File: src/mhtq_pkg.sv
// shared types and codes for the min-heap timer queue
`default_nettype none
package mhtq_pkg;

  localparam int ID_BITS    = 8;
  localparam int DELAY_BITS = 16;
  localparam int NOW_BITS   = 32;
  localparam int ALARM_BITS = 32;

  typedef enum logic [1:0] {
    REQ_ADD    = 2'd0,
    REQ_CANCEL = 2'd1,
    REQ_TICK   = 2'd2
  } req_t;

  typedef enum logic [1:0] {
    KIND_FIRED = 2'd0,
    KIND_ALARM = 2'd1,
    KIND_EMPTY = 2'd2,
    KIND_FULL  = 2'd3
  } kind_t;

  typedef enum logic [3:0] {
    ST_CLR,
    ST_IDLE,
    ST_FULL,
    ST_UP_RD,
    ST_UP_CMP,
    ST_LSET,
    ST_LCLR,
    ST_ALARM,
    ST_EMPTY,
    ST_T_CHK,
    ST_T_LIVE,
    ST_T_LAST,
    ST_DN_RD,
    ST_DN_CH1,
    ST_DN_CH2,
    ST_DN_DEC
  } state_t;

endpackage
`default_nettype wire

File: src/mhtq_ram.sv
// generic single-write single-read ram with registered read data
`default_nettype none
module mhtq_ram #(
  parameter int WIDTH = 8,
  parameter int DEPTH = 16
) (
  input  wire logic                     clk,
  input  wire logic                     we,
  input  wire logic [$clog2(DEPTH)-1:0] waddr,
  input  wire logic [WIDTH-1:0]         wdata,
  input  wire logic                     re,
  input  wire logic [$clog2(DEPTH)-1:0] raddr,
  output logic      [WIDTH-1:0]         rdata
);

  logic [WIDTH-1:0] mem [DEPTH];

  always_ff @(posedge clk) begin
    if (we) begin
      mem[waddr] <= wdata;
    end
    if (re) begin
      rdata <= mem[raddr];
    end
  end

endmodule
`default_nettype wire

File: src/min_heap_timer_queue_unit.sv
// top level of the min-heap timer queue
//
//  channel  dir  handshake               payload
//  in_      in   in_tvalid / in_tready    tdata: timer_id, delay, now; tuser: req_type
//  out_     out  out_tvalid / out_tready  tdata: fired_id, alarm_delay; tuser: result_kind;
//                                         tlast: last
//
// add: parent read and compare per heap level climbed, then live bit set and alarm sent
// tick: per popped entry a check, live read and last-entry fetch, then per level sifted
//   down child reads, a compare and a move, then a placing write; lastly alarm or empty
// cancel: live bit cleared; one output register lets the next item in while a result waits
// after reset a pass clears all ID_COUNT live-map entries; no item is taken then
// a full output register stalls the sequencer only in states that emit a result
`default_nettype none
module min_heap_timer_queue_unit
  import mhtq_pkg::*;
#(
  parameter int HEAP_DEPTH = 32,
  parameter int ID_COUNT   = 256,
  parameter int TIME_BITS  = 32
) (
  input  wire logic        clk,
  input  wire logic        rst_n,
  input  wire logic        in_tvalid,
  output logic             in_tready,
  input  wire logic [55:0] in_tdata,   // timer_id[7:0], delay[23:8], now[55:24]
  input  wire logic [1:0]  in_tuser,   // req_type[1:0]
  output logic             out_tvalid,
  input  wire logic        out_tready,
  output logic [39:0]      out_tdata,  // fired_id[7:0], alarm_delay[39:8]
  output logic [1:0]       out_tuser,  // result_kind[1:0]
  output logic             out_tlast
);

  localparam int TW = TIME_BITS;
  localparam int AW = $clog2(HEAP_DEPTH);
  localparam int CW = $clog2(HEAP_DEPTH + 1);
  localparam int LW = $clog2(ID_COUNT);
  localparam int EW = TW + ID_BITS;

  state_t state_r, state_nxt;
  logic [CW-1:0]      cnt_r, cnt_nxt;
  logic [LW-1:0]      clr_r, clr_nxt;
  logic [AW-1:0]      hole_r, hole_nxt;
  logic [AW-1:0]      chi_r, chi_nxt;
  logic [TW-1:0]      now_r, now_nxt;
  logic [TW-1:0]      ke_r, ke_nxt;
  logic [ID_BITS-1:0] ki_r, ki_nxt;
  logic [TW-1:0]      che_r, che_nxt;
  logic [ID_BITS-1:0] chd_r, chd_nxt;
  logic [TW-1:0]      tope_r, tope_nxt;
  logic [ID_BITS-1:0] topi_r, topi_nxt;

  logic                  ov_r, ov_nxt;
  kind_t                 okind_r, okind_nxt;
  logic [ID_BITS-1:0]    oid_r, oid_nxt;
  logic [ALARM_BITS-1:0] odly_r, odly_nxt;
  logic                  olast_r, olast_nxt;

  logic          h_we, h_re;
  logic [AW-1:0] h_waddr, h_raddr;
  logic [EW-1:0] h_wdata, h_rdata;
  logic          l_we, l_re;
  logic [LW-1:0] l_waddr, l_raddr;
  logic [0:0]    l_wdata, l_rdata;

  logic [TW-1:0]      r_exp;
  logic [ID_BITS-1:0] r_id;
  logic               slot;
  logic [CW:0]        child;
  logic [CW-1:0]      chi_p1;
  logic [AW-1:0]      parent;
  logic [TW-1:0]      adiff;
  logic [TW+31:0]     adiff_x;
  logic [ALARM_BITS-1:0] alarm;

  mhtq_ram #(.WIDTH(EW), .DEPTH(HEAP_DEPTH)) u_heap (
    .clk(clk), .we(h_we), .waddr(h_waddr), .wdata(h_wdata),
    .re(h_re), .raddr(h_raddr), .rdata(h_rdata)
  );

  mhtq_ram #(.WIDTH(1), .DEPTH(ID_COUNT)) u_live (
    .clk(clk), .we(l_we), .waddr(l_waddr), .wdata(l_wdata),
    .re(l_re), .raddr(l_raddr), .rdata(l_rdata)
  );

  // live map index as a constant table over every id value
  function automatic logic [LW-1:0] lidx(input logic [ID_BITS-1:0] id);
    lidx = '0;
    for (int i = 0; i < 2**ID_BITS; i++) begin
      if (id == ID_BITS'(i)) begin
        lidx = LW'(i % ID_COUNT);
      end
    end
  endfunction

  assign r_exp  = h_rdata[EW-1:ID_BITS];
  assign r_id   = h_rdata[ID_BITS-1:0];
  assign slot   = !ov_r || out_tready;
  assign child  = ((CW+1)'(hole_r) << 1) + (CW+1)'(1);
  assign chi_p1 = CW'(chi_r) + CW'(1);
  assign parent = (hole_r - AW'(1)) >> 1;
  assign adiff  = (tope_r > now_r) ? (tope_r - now_r) : '0;
  assign adiff_x = {32'b0, adiff};
  assign alarm  = (|(adiff_x >> 32)) ? '1 : adiff_x[31:0];

  assign in_tready  = (state_r == ST_IDLE);
  assign out_tvalid = ov_r;
  assign out_tdata  = {odly_r, oid_r};
  assign out_tuser  = okind_r;
  assign out_tlast  = olast_r;

  always_comb begin
    state_nxt = state_r;
    cnt_nxt   = cnt_r;
    clr_nxt   = clr_r;
    hole_nxt  = hole_r;
    chi_nxt   = chi_r;
    now_nxt   = now_r;
    ke_nxt    = ke_r;
    ki_nxt    = ki_r;
    che_nxt   = che_r;
    chd_nxt   = chd_r;
    ov_nxt    = out_tready ? 1'b0 : ov_r;
    okind_nxt = okind_r;
    oid_nxt   = oid_r;
    odly_nxt  = odly_r;
    olast_nxt = olast_r;
    h_we = 1'b0; h_waddr = '0; h_wdata = '0;
    h_re = 1'b0; h_raddr = '0;
    l_we = 1'b0; l_waddr = '0; l_wdata = '0;
    l_re = 1'b0; l_raddr = '0;

    case (state_r)
      ST_CLR: begin
        l_we    = 1'b1;
        l_waddr = clr_r;
        if (clr_r == LW'(ID_COUNT - 1)) begin
          state_nxt = ST_IDLE;
        end else begin
          clr_nxt = clr_r + LW'(1);
        end
      end
      ST_IDLE: begin
        if (in_tvalid) begin
          now_nxt = TW'(in_tdata[55:24]);
          ki_nxt  = in_tdata[7:0];
          ke_nxt  = TW'(in_tdata[55:24]) + TW'(in_tdata[23:8]);
          case (in_tuser)
            REQ_ADD: begin
              if (cnt_r == CW'(HEAP_DEPTH)) begin
                state_nxt = ST_FULL;
              end else begin
                hole_nxt  = AW'(cnt_r);
                cnt_nxt   = cnt_r + CW'(1);
                state_nxt = ST_UP_RD;
              end
            end
            REQ_CANCEL: state_nxt = ST_LCLR;
            REQ_TICK:   state_nxt = ST_T_CHK;
            default:    state_nxt = ST_IDLE;
          endcase
        end
      end
      ST_FULL: begin
        if (slot) begin
          ov_nxt = 1'b1; okind_nxt = KIND_FULL; oid_nxt = '0; odly_nxt = '0;
          olast_nxt = 1'b1;
          state_nxt = ST_IDLE;
        end
      end
      ST_UP_RD: begin
        if (hole_r == '0) begin
          h_we = 1'b1; h_waddr = hole_r; h_wdata = {ke_r, ki_r};
          state_nxt = ST_LSET;
        end else begin
          h_re = 1'b1; h_raddr = parent;
          state_nxt = ST_UP_CMP;
        end
      end
      ST_UP_CMP: begin
        h_we = 1'b1; h_waddr = hole_r;
        if (r_exp <= ke_r) begin
          h_wdata   = {ke_r, ki_r};
          state_nxt = ST_LSET;
        end else begin
          h_wdata   = h_rdata;
          hole_nxt  = parent;
          state_nxt = ST_UP_RD;
        end
      end
      ST_LSET: begin
        l_we = 1'b1; l_waddr = lidx(ki_r); l_wdata = 1'b1;
        state_nxt = ST_ALARM;
      end
      ST_LCLR: begin
        l_we = 1'b1; l_waddr = lidx(ki_r); l_wdata = 1'b0;
        state_nxt = ST_IDLE;
      end
      ST_ALARM: begin
        if (slot) begin
          ov_nxt = 1'b1; okind_nxt = KIND_ALARM; oid_nxt = '0; odly_nxt = alarm;
          olast_nxt = 1'b1;
          state_nxt = ST_IDLE;
        end
      end
      ST_EMPTY: begin
        if (slot) begin
          ov_nxt = 1'b1; okind_nxt = KIND_EMPTY; oid_nxt = '0; odly_nxt = '0;
          olast_nxt = 1'b1;
          state_nxt = ST_IDLE;
        end
      end
      ST_T_CHK: begin
        if (cnt_r == '0) begin
          state_nxt = ST_EMPTY;
        end else if (tope_r <= now_r) begin
          l_re = 1'b1; l_raddr = lidx(topi_r);
          state_nxt = ST_T_LIVE;
        end else begin
          state_nxt = ST_ALARM;
        end
      end
      ST_T_LIVE: begin
        if (!l_rdata[0] || slot) begin
          if (l_rdata[0]) begin
            ov_nxt = 1'b1; okind_nxt = KIND_FIRED; oid_nxt = topi_r; odly_nxt = '0;
            olast_nxt = 1'b0;
          end
          cnt_nxt = cnt_r - CW'(1);
          if (cnt_r != CW'(1)) begin
            h_re = 1'b1; h_raddr = AW'(cnt_r - CW'(1));
            state_nxt = ST_T_LAST;
          end else begin
            state_nxt = ST_T_CHK;
          end
        end
      end
      ST_T_LAST: begin
        ke_nxt    = r_exp;
        ki_nxt    = r_id;
        hole_nxt  = '0;
        state_nxt = ST_DN_RD;
      end
      ST_DN_RD: begin
        if (child < (CW+1)'(cnt_r)) begin
          h_re = 1'b1; h_raddr = AW'(child);
          chi_nxt   = AW'(child);
          state_nxt = ST_DN_CH1;
        end else begin
          h_we = 1'b1; h_waddr = hole_r; h_wdata = {ke_r, ki_r};
          state_nxt = ST_T_CHK;
        end
      end
      ST_DN_CH1: begin
        che_nxt = r_exp;
        chd_nxt = r_id;
        if (chi_p1 < cnt_r) begin
          h_re = 1'b1; h_raddr = AW'(chi_p1);
          state_nxt = ST_DN_CH2;
        end else begin
          state_nxt = ST_DN_DEC;
        end
      end
      ST_DN_CH2: begin
        if (r_exp < che_r) begin
          che_nxt = r_exp;
          chd_nxt = r_id;
          chi_nxt = AW'(chi_p1);
        end
        state_nxt = ST_DN_DEC;
      end
      ST_DN_DEC: begin
        h_we = 1'b1; h_waddr = hole_r;
        if (che_r < ke_r) begin
          h_wdata   = {che_r, chd_r};
          hole_nxt  = chi_r;
          state_nxt = ST_DN_RD;
        end else begin
          h_wdata   = {ke_r, ki_r};
          state_nxt = ST_T_CHK;
        end
      end
      default: state_nxt = ST_IDLE;
    endcase

    tope_nxt = tope_r;
    topi_nxt = topi_r;
    if (h_we && h_waddr == '0) begin
      tope_nxt = h_wdata[EW-1:ID_BITS];
      topi_nxt = h_wdata[ID_BITS-1:0];
    end
  end

  always_ff @(posedge clk) begin
    if (!rst_n) begin
      state_r <= ST_CLR;
      cnt_r   <= '0;
      clr_r   <= '0;
      ov_r    <= 1'b0;
    end else begin
      state_r <= state_nxt;
      cnt_r   <= cnt_nxt;
      clr_r   <= clr_nxt;
      ov_r    <= ov_nxt;
    end
    hole_r  <= hole_nxt;
    chi_r   <= chi_nxt;
    now_r   <= now_nxt;
    ke_r    <= ke_nxt;
    ki_r    <= ki_nxt;
    che_r   <= che_nxt;
    chd_r   <= chd_nxt;
    tope_r  <= tope_nxt;
    topi_r  <= topi_nxt;
    okind_r <= okind_nxt;
    oid_r   <= oid_nxt;
    odly_r  <= odly_nxt;
    olast_r <= olast_nxt;
  end

  a_cnt_range: assert property (@(posedge clk) disable iff (!rst_n)
    cnt_r <= CW'(HEAP_DEPTH))
    else $error("heap count beyond depth");

  a_cnt_step: assert property (@(posedge clk) disable iff (!rst_n)
    (cnt_r != $past(cnt_r)) |->
      (cnt_r == $past(cnt_r) + CW'(1) || cnt_r + CW'(1) == $past(cnt_r)))
    else $error("heap count moved by more than one");

  a_heap_wr: assert property (@(posedge clk) disable iff (!rst_n)
    h_we |-> (CW'(h_waddr) < cnt_r))
    else $error("heap write outside occupied region");

  a_clr_quiet: assert property (@(posedge clk) disable iff (!rst_n)
    (state_r == ST_CLR) |-> (!out_tvalid && !h_we))
    else $error("activity during live map clearing");

endmodule
`default_nettype wire

File: config.mk
export PLATFORM = sky130hd
export DESIGN_NAME = min_heap_timer_queue_unit
export DESIGN_NICKNAME = d
export VERILOG_FILES = /design/src/mhtq_pkg.sv /design/src/mhtq_ram.sv /design/src/min_heap_timer_queue_unit.sv
export SDC_FILE = /design/constraint.sdc
export NUM_CORES = 2
export LEC_CHECK = 0
export BUFFER_PORTS_ARGS = -buffer_cell sky130_fd_sc_hd__buf_2
export CORE_MARGIN = 4
export CORE_UTILIZATION = 50
export CTS_CLUSTER_SIZE = 24
export DETAILED_ROUTE_END_ITERATION = 8
export PLACE_DENSITY_LB_ADDON = 0.1
export SLEW_MARGIN = 25
export SYNTH_ARGS = -nofsm -noshare
export SYNTH_HDL_FRONTEND = slang
export SYNTH_SLANG_ARGS = --single-unit
File: constraint.sdc
create_clock -name clk -period 7.4 [get_ports clk]
set_input_delay 0.37 -clock clk [delete_from_list [all_inputs] [get_ports clk]]
set_output_delay 0.37 -clock clk [all_outputs]
set_load 0.05 [all_outputs]
# Yosys cells after proc, flatten, opt, wreduce, memory -nomap -nowiden
# Memories as Yosys holds them, arrays and structs flattened. A register that Yosys moved wholly into a read port is not among the register bits.
# Cells that the tools add are included.
dict set report word_totals {
  ff_bits 224
  latch_bits 0
  ram_bits 1536
  rom_bits 0
  elab_cells 1222
  memories 2
}
dict set report op_classes {
  addsub 8
  multipliers 0
  div 0
  order_cmp 7
  eq_ne 545
  shift 0
  muxes 608
  bitwise_logic 1
  n_reduce_logical 34
}
# name depth word_bits rd rd_clocked_by_memory_dff write_ports line
set mem_list {}
lappend mem_list {u_heap.mem 32 40 1 1 1 mhtq_ram.sv:16} ;# logic [WIDTH-1:0] mem [DEPTH];
lappend mem_list {u_live.mem 256 1 1 1 1 mhtq_ram.sv:16}
# op n
set ops {}
lappend ops {{two-way mux 8 bit} 516}
lappend ops {{== test 8 bit, second input constant} 257}
lappend ops {{== test 8 x 7 -> 1 bit, second input constant} 128}
lappend ops {{== test 8 x 6 -> 1 bit, second input constant} 64}
lappend ops {{== test 8 x 5 -> 1 bit, second input constant} 32}
lappend ops {{two-way mux 32 bit} 7}
lappend ops {{two-way mux 40 bit} 4}
lappend ops {{case mux 40 bit (4 select lines)} 1}
lappend ops {{== test 8 x 4 -> 1 bit, second input constant} 16}
lappend ops {{case mux 32 bit (2 select lines)} 2}
lappend ops {{case mux 32 bit (3 select lines)} 1}
lappend ops {{two-way mux 5 bit} 13}
lappend ops {{== test 8 x 3 -> 1 bit, second input constant} 8}
lappend ops {{<= comparator 32 bit} 2}
lappend ops {{less-than comparator 32 bit} 2}
lappend ops {{case mux 8 bit (2 select lines)} 4}
lappend ops {{case mux 4 bit (14 select lines)} 1}
lappend ops {{case mux 5 bit (4 select lines)} 2}
lappend ops {{adder 32 x 16 -> 32 bit} 1}
lappend ops {{== test 4 bit, second input constant} 8}
lappend ops {{== test 8 x 2 -> 1 bit, second input constant} 4}
lappend ops {{greater-than comparator 32 bit} 1}
lappend ops {{subtractor 32 bit} 1}
lappend ops {{two-way mux 1 bit} 28}
lappend ops {{other kinds (48)} 100}

# Longest topological paths before layout
dict set report depth {
  word_depth 259
  ltp_mapped 17
}

# Modules after synthesis
# A second synthesis with hierarchy kept.
dict set report hier_totals {
  cells_unflattened 5141
  hier_area_um2 77191.5
}
# module instances cells_per_inst area_each_um2
set by_module_without_submodules {}
lappend by_module_without_submodules {{mhtq_ram at u_heap} 1 2813 50965.1}
lappend by_module_without_submodules {min_heap_timer_queue_unit 1 1539 14994.4}
lappend by_module_without_submodules {{mhtq_ram at u_live} 1 789 11232.0}

# Worst setup path before layout
# Ideal clock, no wire load.
dict set report synth_timing {
  path_kind {flip-flop to flip-flop}
  start {register state_r[2]}
  end {memory u_live.mem[0] (data pin)}
  setup_ns 1.393
  t_arrival_ns 6.573
  t_required_ns 6.007
  setup_slack_ns -0.567
  stages_incl_launch_ff 4
  path_buffers 1
  period_less_slack_ns 7.967
  cell_sequence {dfxtp_1 buf_2 nand2_1 nor2_1}
}
dict set report synth_between {
  elab_chain_len 2
}
# item line
set synth_lines {}
lappend synth_lines {{from (decl)} min_heap_timer_queue_unit.sv:41} ;# state_t state_r, state_nxt;
lappend synth_lines {{from (signal assigned)} min_heap_timer_queue_unit.sv:302} ;# state_r <= state_nxt;
lappend synth_lines {{== test 4 x 3 -> 1 bit} min_heap_timer_queue_unit.sv:134} ;# case (state_r)
lappend synth_lines {{two-way mux 1 bit} min_heap_timer_queue_unit.sv:134}
lappend synth_lines {{via l_wdata} min_heap_timer_queue_unit.sv:65} ;# logic [0:0] l_wdata, l_rdata;
lappend synth_lines {{to (decl)} mhtq_ram.sv:16}
# The timed path passes the listed nets, and every way through them passes these cells.

# Worst setup path after layout
dict set report layout_timing {
  start {register state_r[1]}
  end {register u_heap.rdata[22], read port of u_heap.mem (data pin)}
}
dict set report layout_between {
  elab_chain_len 2
  elab_cells_between_ends 6
  cone_classes {eq/ne: 4; mux: 2}
}
# item line
set layout_lines {}
lappend layout_lines {{== test 4 bit / == test 4 x 2 -> 1 bit (equally long branches)} min_heap_timer_queue_unit.sv:134}
lappend layout_lines {{case mux 5 bit (4 select lines) / case mux 1 bit (4 select lines) (equally long branches)} min_heap_timer_queue_unit.sv:134}
lappend layout_lines {{to (decl)} mhtq_ram.sv:13} ;# output logic [WIDTH-1:0] rdata
# Several ways; a longest one is shown, not always the timed one.
# A chain may end at the register's enable or synchronous reset.

==> reports/qor.yml <==
outcome: "finished, final reports clean"
clk-insertion-delay-late_ps: 820
maxSlewHeadroom_pct: 24.7
cp_common_cell: "nand2_1"
startpoint_type: "flop"
critical-path-top-delay-family: "compound AO/OA/AOI/OAI gates"
most_area_consuming_cells_after_synthesis: "edfxtp_1 (70%), mux2i_1 (4.0%), nand2_1 (3.9%)"
hold_path_end: "out_tvalid$_SDFF_PN0_"
wp_data_required_ps: 7990
n_fill_cell: 12100
drc_errors: 0
fin_area_um2: 85500
combinational_family_with_the_most_area_after_synthesis: "simple AND/OR/NAND/NOR gates"
period_minus_slack_ps: 6060
synth_most_common_cell: "edfxtp_1"
synth.cell_area_um2: 76500
ctsHtreeMaxLevel: 4
netlist_top_cells_count: "edfxtp_1 (1,782), nand2_1 (785), nor2_1 (451)"
num_rows: 143
critical_path_capture_point_type: "flop"
synth.largest_area_cell: "edfxtp_1"
power_mw: 22.3
final_net_count: 5752
grt_pass1_vias: 45200
timing_worst_setup_path_type: "flop to flop"
hold_path_startpoint: "out_tready"
portion_of_synthesized_cell_area_occupied_by_the_leading_cell_type_pct: 70.0
min-delay-path-class: "input port to flop"
top_level_i_o_count: 107
wl_per_cell_um: 27.8
final_min_period_over_clock_period_pct: 81.9
yosys_register_bits: 1801
synth_adder_area_share_pct: 2.64
fin_worst_skew_ps: 48.5
finalHoldWorstSlack_ps: 105
place.gp.congestion: 0.856
cts_buffer_depth: 3
cp_max_fo: 90
synth_compound_area_share_pct: 7.52
crit_arrival_ps: 6640
rsz0062_at_grt: "false"
netlist_cell_types: 90
numCtsBuffers: 184
fin_setup_tns_ps: 0
r2r-end: "u_heap.rdata[22]$_DFFE_PP_"
synthFlopType: "edfxtp_1"
yosysWarningCount: 0
post_synthesis_share_of_cell_area_spent_on_and_or_nand_and_nor_gates_pct: 10.6
path_clk_slew_ps: 60
postSynth.asyncResetShare_pct: 0
seq_area_um2: 53900
antenna_found_initial: 10
cts_tree: "yes"
syn2layout_area_growth_pct: 11.9
wl_mm: 214
post_synth.cell_area_avg_um2: 14.1
multiplexer_area_fraction_after_synthesis_pct: 5.31
globalRouteTotalUtil_pct: 26.6
synth_enable_flop_cells: 1782
vdd_ir_drop_max_uv: 281
pins_over_their_slew_limit: 0
worst_r2r_path_depth: 13
cp_cell_sequence: "nand2_1 -> nor3_2 -> inv_2 -> a21oi_1 -> nand2_2 -> o22ai_1 -> a311o_2 -> buf_12 -> buf_4 -> nand2_1 -> a32o_1 -> a2111oi_0 -> and4_1"
seq_area_frac_synth_pct: 70.5
maximum_number_of_pins_on_one_net_before_global_route_repair: 257
grt_overflow_total: 0
setup_viol: 0
multi_input_comb_area_um2: 21000
critical_path.n_buffers_inverters: 3
drt-vias-per-instance: 6.15
layout-drive-gt1-share_pct: 10.6
initial_core_util_pct: 50.3
core_area_um2: 152000
detailedRoute.firstIterationViolations: 5101
power_density_nw_per_um2: 261
die-height_um: 399
leakage_nw: 26.5
max_slew.worst_pin.slew_ps: 1100
achievable-frequency_mhz: 165
dp_hpwl_mm: 121
worst-r2r-setup-slack_ps: 1340
die-area_um2: 159000
total_number_of_vias: 47400
min_path_cells: 3
mappedNetlistNets: 5627
die_extent_in_x_um: 399
report.final.hold_viol_count: 0
xor_xnor_share_of_the_synthesized_area_pct: 0.790
cap_viol_max_count: 0
stage_delay_of_the_slowest_cell_on_the_critical_path_ps: 940
grt_pass1_wl_mm: 309
cts-resized-gates: 0
cts_root_buffer: "clkbuf_16"
placement.io_buffers: 106
crit_path_top_delay_cell: "a2111oi_0"
drtAntennaViolNets: 0
synthCells: 5405
place_area_um2: 79500
critical_path.reg2reg.startpoint: "state_r[1]$_SDFFE_PN0P_"
tritoncts_num_sinks: 1801
detail_route.first_pass.iterations: 7
-- worst max-delay path by stage --
stage / from / end / cells after the start
after floorplan: state_r[2]$_SDFFE_PN0P_ / u_live.mem[0]$_DFFE_PP_ / 3
after global placement: state_r[1]$_SDFFE_PN0P_ / u_heap.rdata[23]$_DFFE_PP_ / 14
after detailed placement: state_r[1]$_SDFFE_PN0P_ / u_heap.rdata[23]$_DFFE_PP_ / 14
after CTS: state_r[1]$_SDFFE_PN0P_ / u_heap.rdata[23]$_DFFE_PP_ / 14
after global routing: state_r[1]$_SDFFE_PN0P_ / u_heap.rdata[22]$_DFFE_PP_ / 13
final: state_r[1]$_SDFFE_PN0P_ / u_heap.rdata[22]$_DFFE_PP_ / 13
-- what timing repair did --
| item | CTS | global route |
|---|---|---|
| hold buffers | 45 | 0 |
| buffers inserted | 0 | 0 |
| endpoints found under the hold margin | 70 | 0 |
-- flip-flops by register name, summed over array words and instances, names as in the netlist, 5 cells and up --
signal and count:
u_heap.mem 1280, u_heap.rdata 40, u_live.mem 256, che_r 32
ke_r 32, topi_r 8, cnt_r 6, tope_r 32
ki_r 8, hole_r 5, oid_r 8, clr_r 8
chi_r 5, odly_r 32, chd_r 8, now_r 32
-- cell usage in the layout, fill, tap and decap left out, drive strengths merged, types with 97 or more instances in the layout --
cell,instances
nand4,190
nor2,451
nand3,97
ha,158
inv,175
mux2i,304
nand2,786
edfxtp,1782
buf,202
clkbuf,250
a21oi,107
-- tightest hold or removal path, cell delays in order --
cell and delay, ps:
buf_2 90, nand2b_1 250, a21boi_0 140
-- layout make-up --
| class | instances | share of cell area, % |
|---|---|---|
| Sequential cell | 1801 | 63.0 |
| Multi-Input combinational cell | 3113 | 24.5 |
| Clock buffer | 247 | 5.83 |
| Tap cell | 2030 | 2.97 |
| Timing Repair Buffer | 250 | 2.24 |
| Inverter | 180 | 0.790 |
| Clock inverter | 80 | 0.644 |
| Antenna cell | 3 | 0.00878 |
-- through the flow --
stage / std cells / setup WS [ps] / util, %
5_1_grt: 7701 / 1050 / 56.3
4_1_cts: 7698 / 1570 / 56.3
6_report: 7704 / 1340 / 56.3
2_1_floorplan: 5405 / 2200 / -
3_3_place_gp: 7323 / 1360 / 52.3
3_5_place_dp: 7326 / 1610 / 52.3
-- power by group --
part	switching, mW	internal (mW)
Sequential	0.153	11.4
Clock	3.77	4.87
Combinational	1.51	0.664
-- per-layer routing --
layer	part of all wire [%]	track usage, %	vias up
li1	-	-	20900
met1	44	39.8	24100
met2	45	40.2	2058
met3	8.9	5.02	329
met4	2.5	7.43	2
met5	0.0061	0	-
-- cell families (layout without fill, tap and decap cells) --
logic type | after synthesis | count (layout)
other | 0 | 3
AOI/OAI and AO/OA | 733 | 733
muxes | 358 | 358
and+or+nand+nor | 1793 | 1793
DFF | 1801 | 1801
adders and majority gates | 160 | 160
xor gates and xnor gates | 69 | 69
buffers and inverters | 491 | 757
No activity file was read; power rests on OpenSTA's default activity.
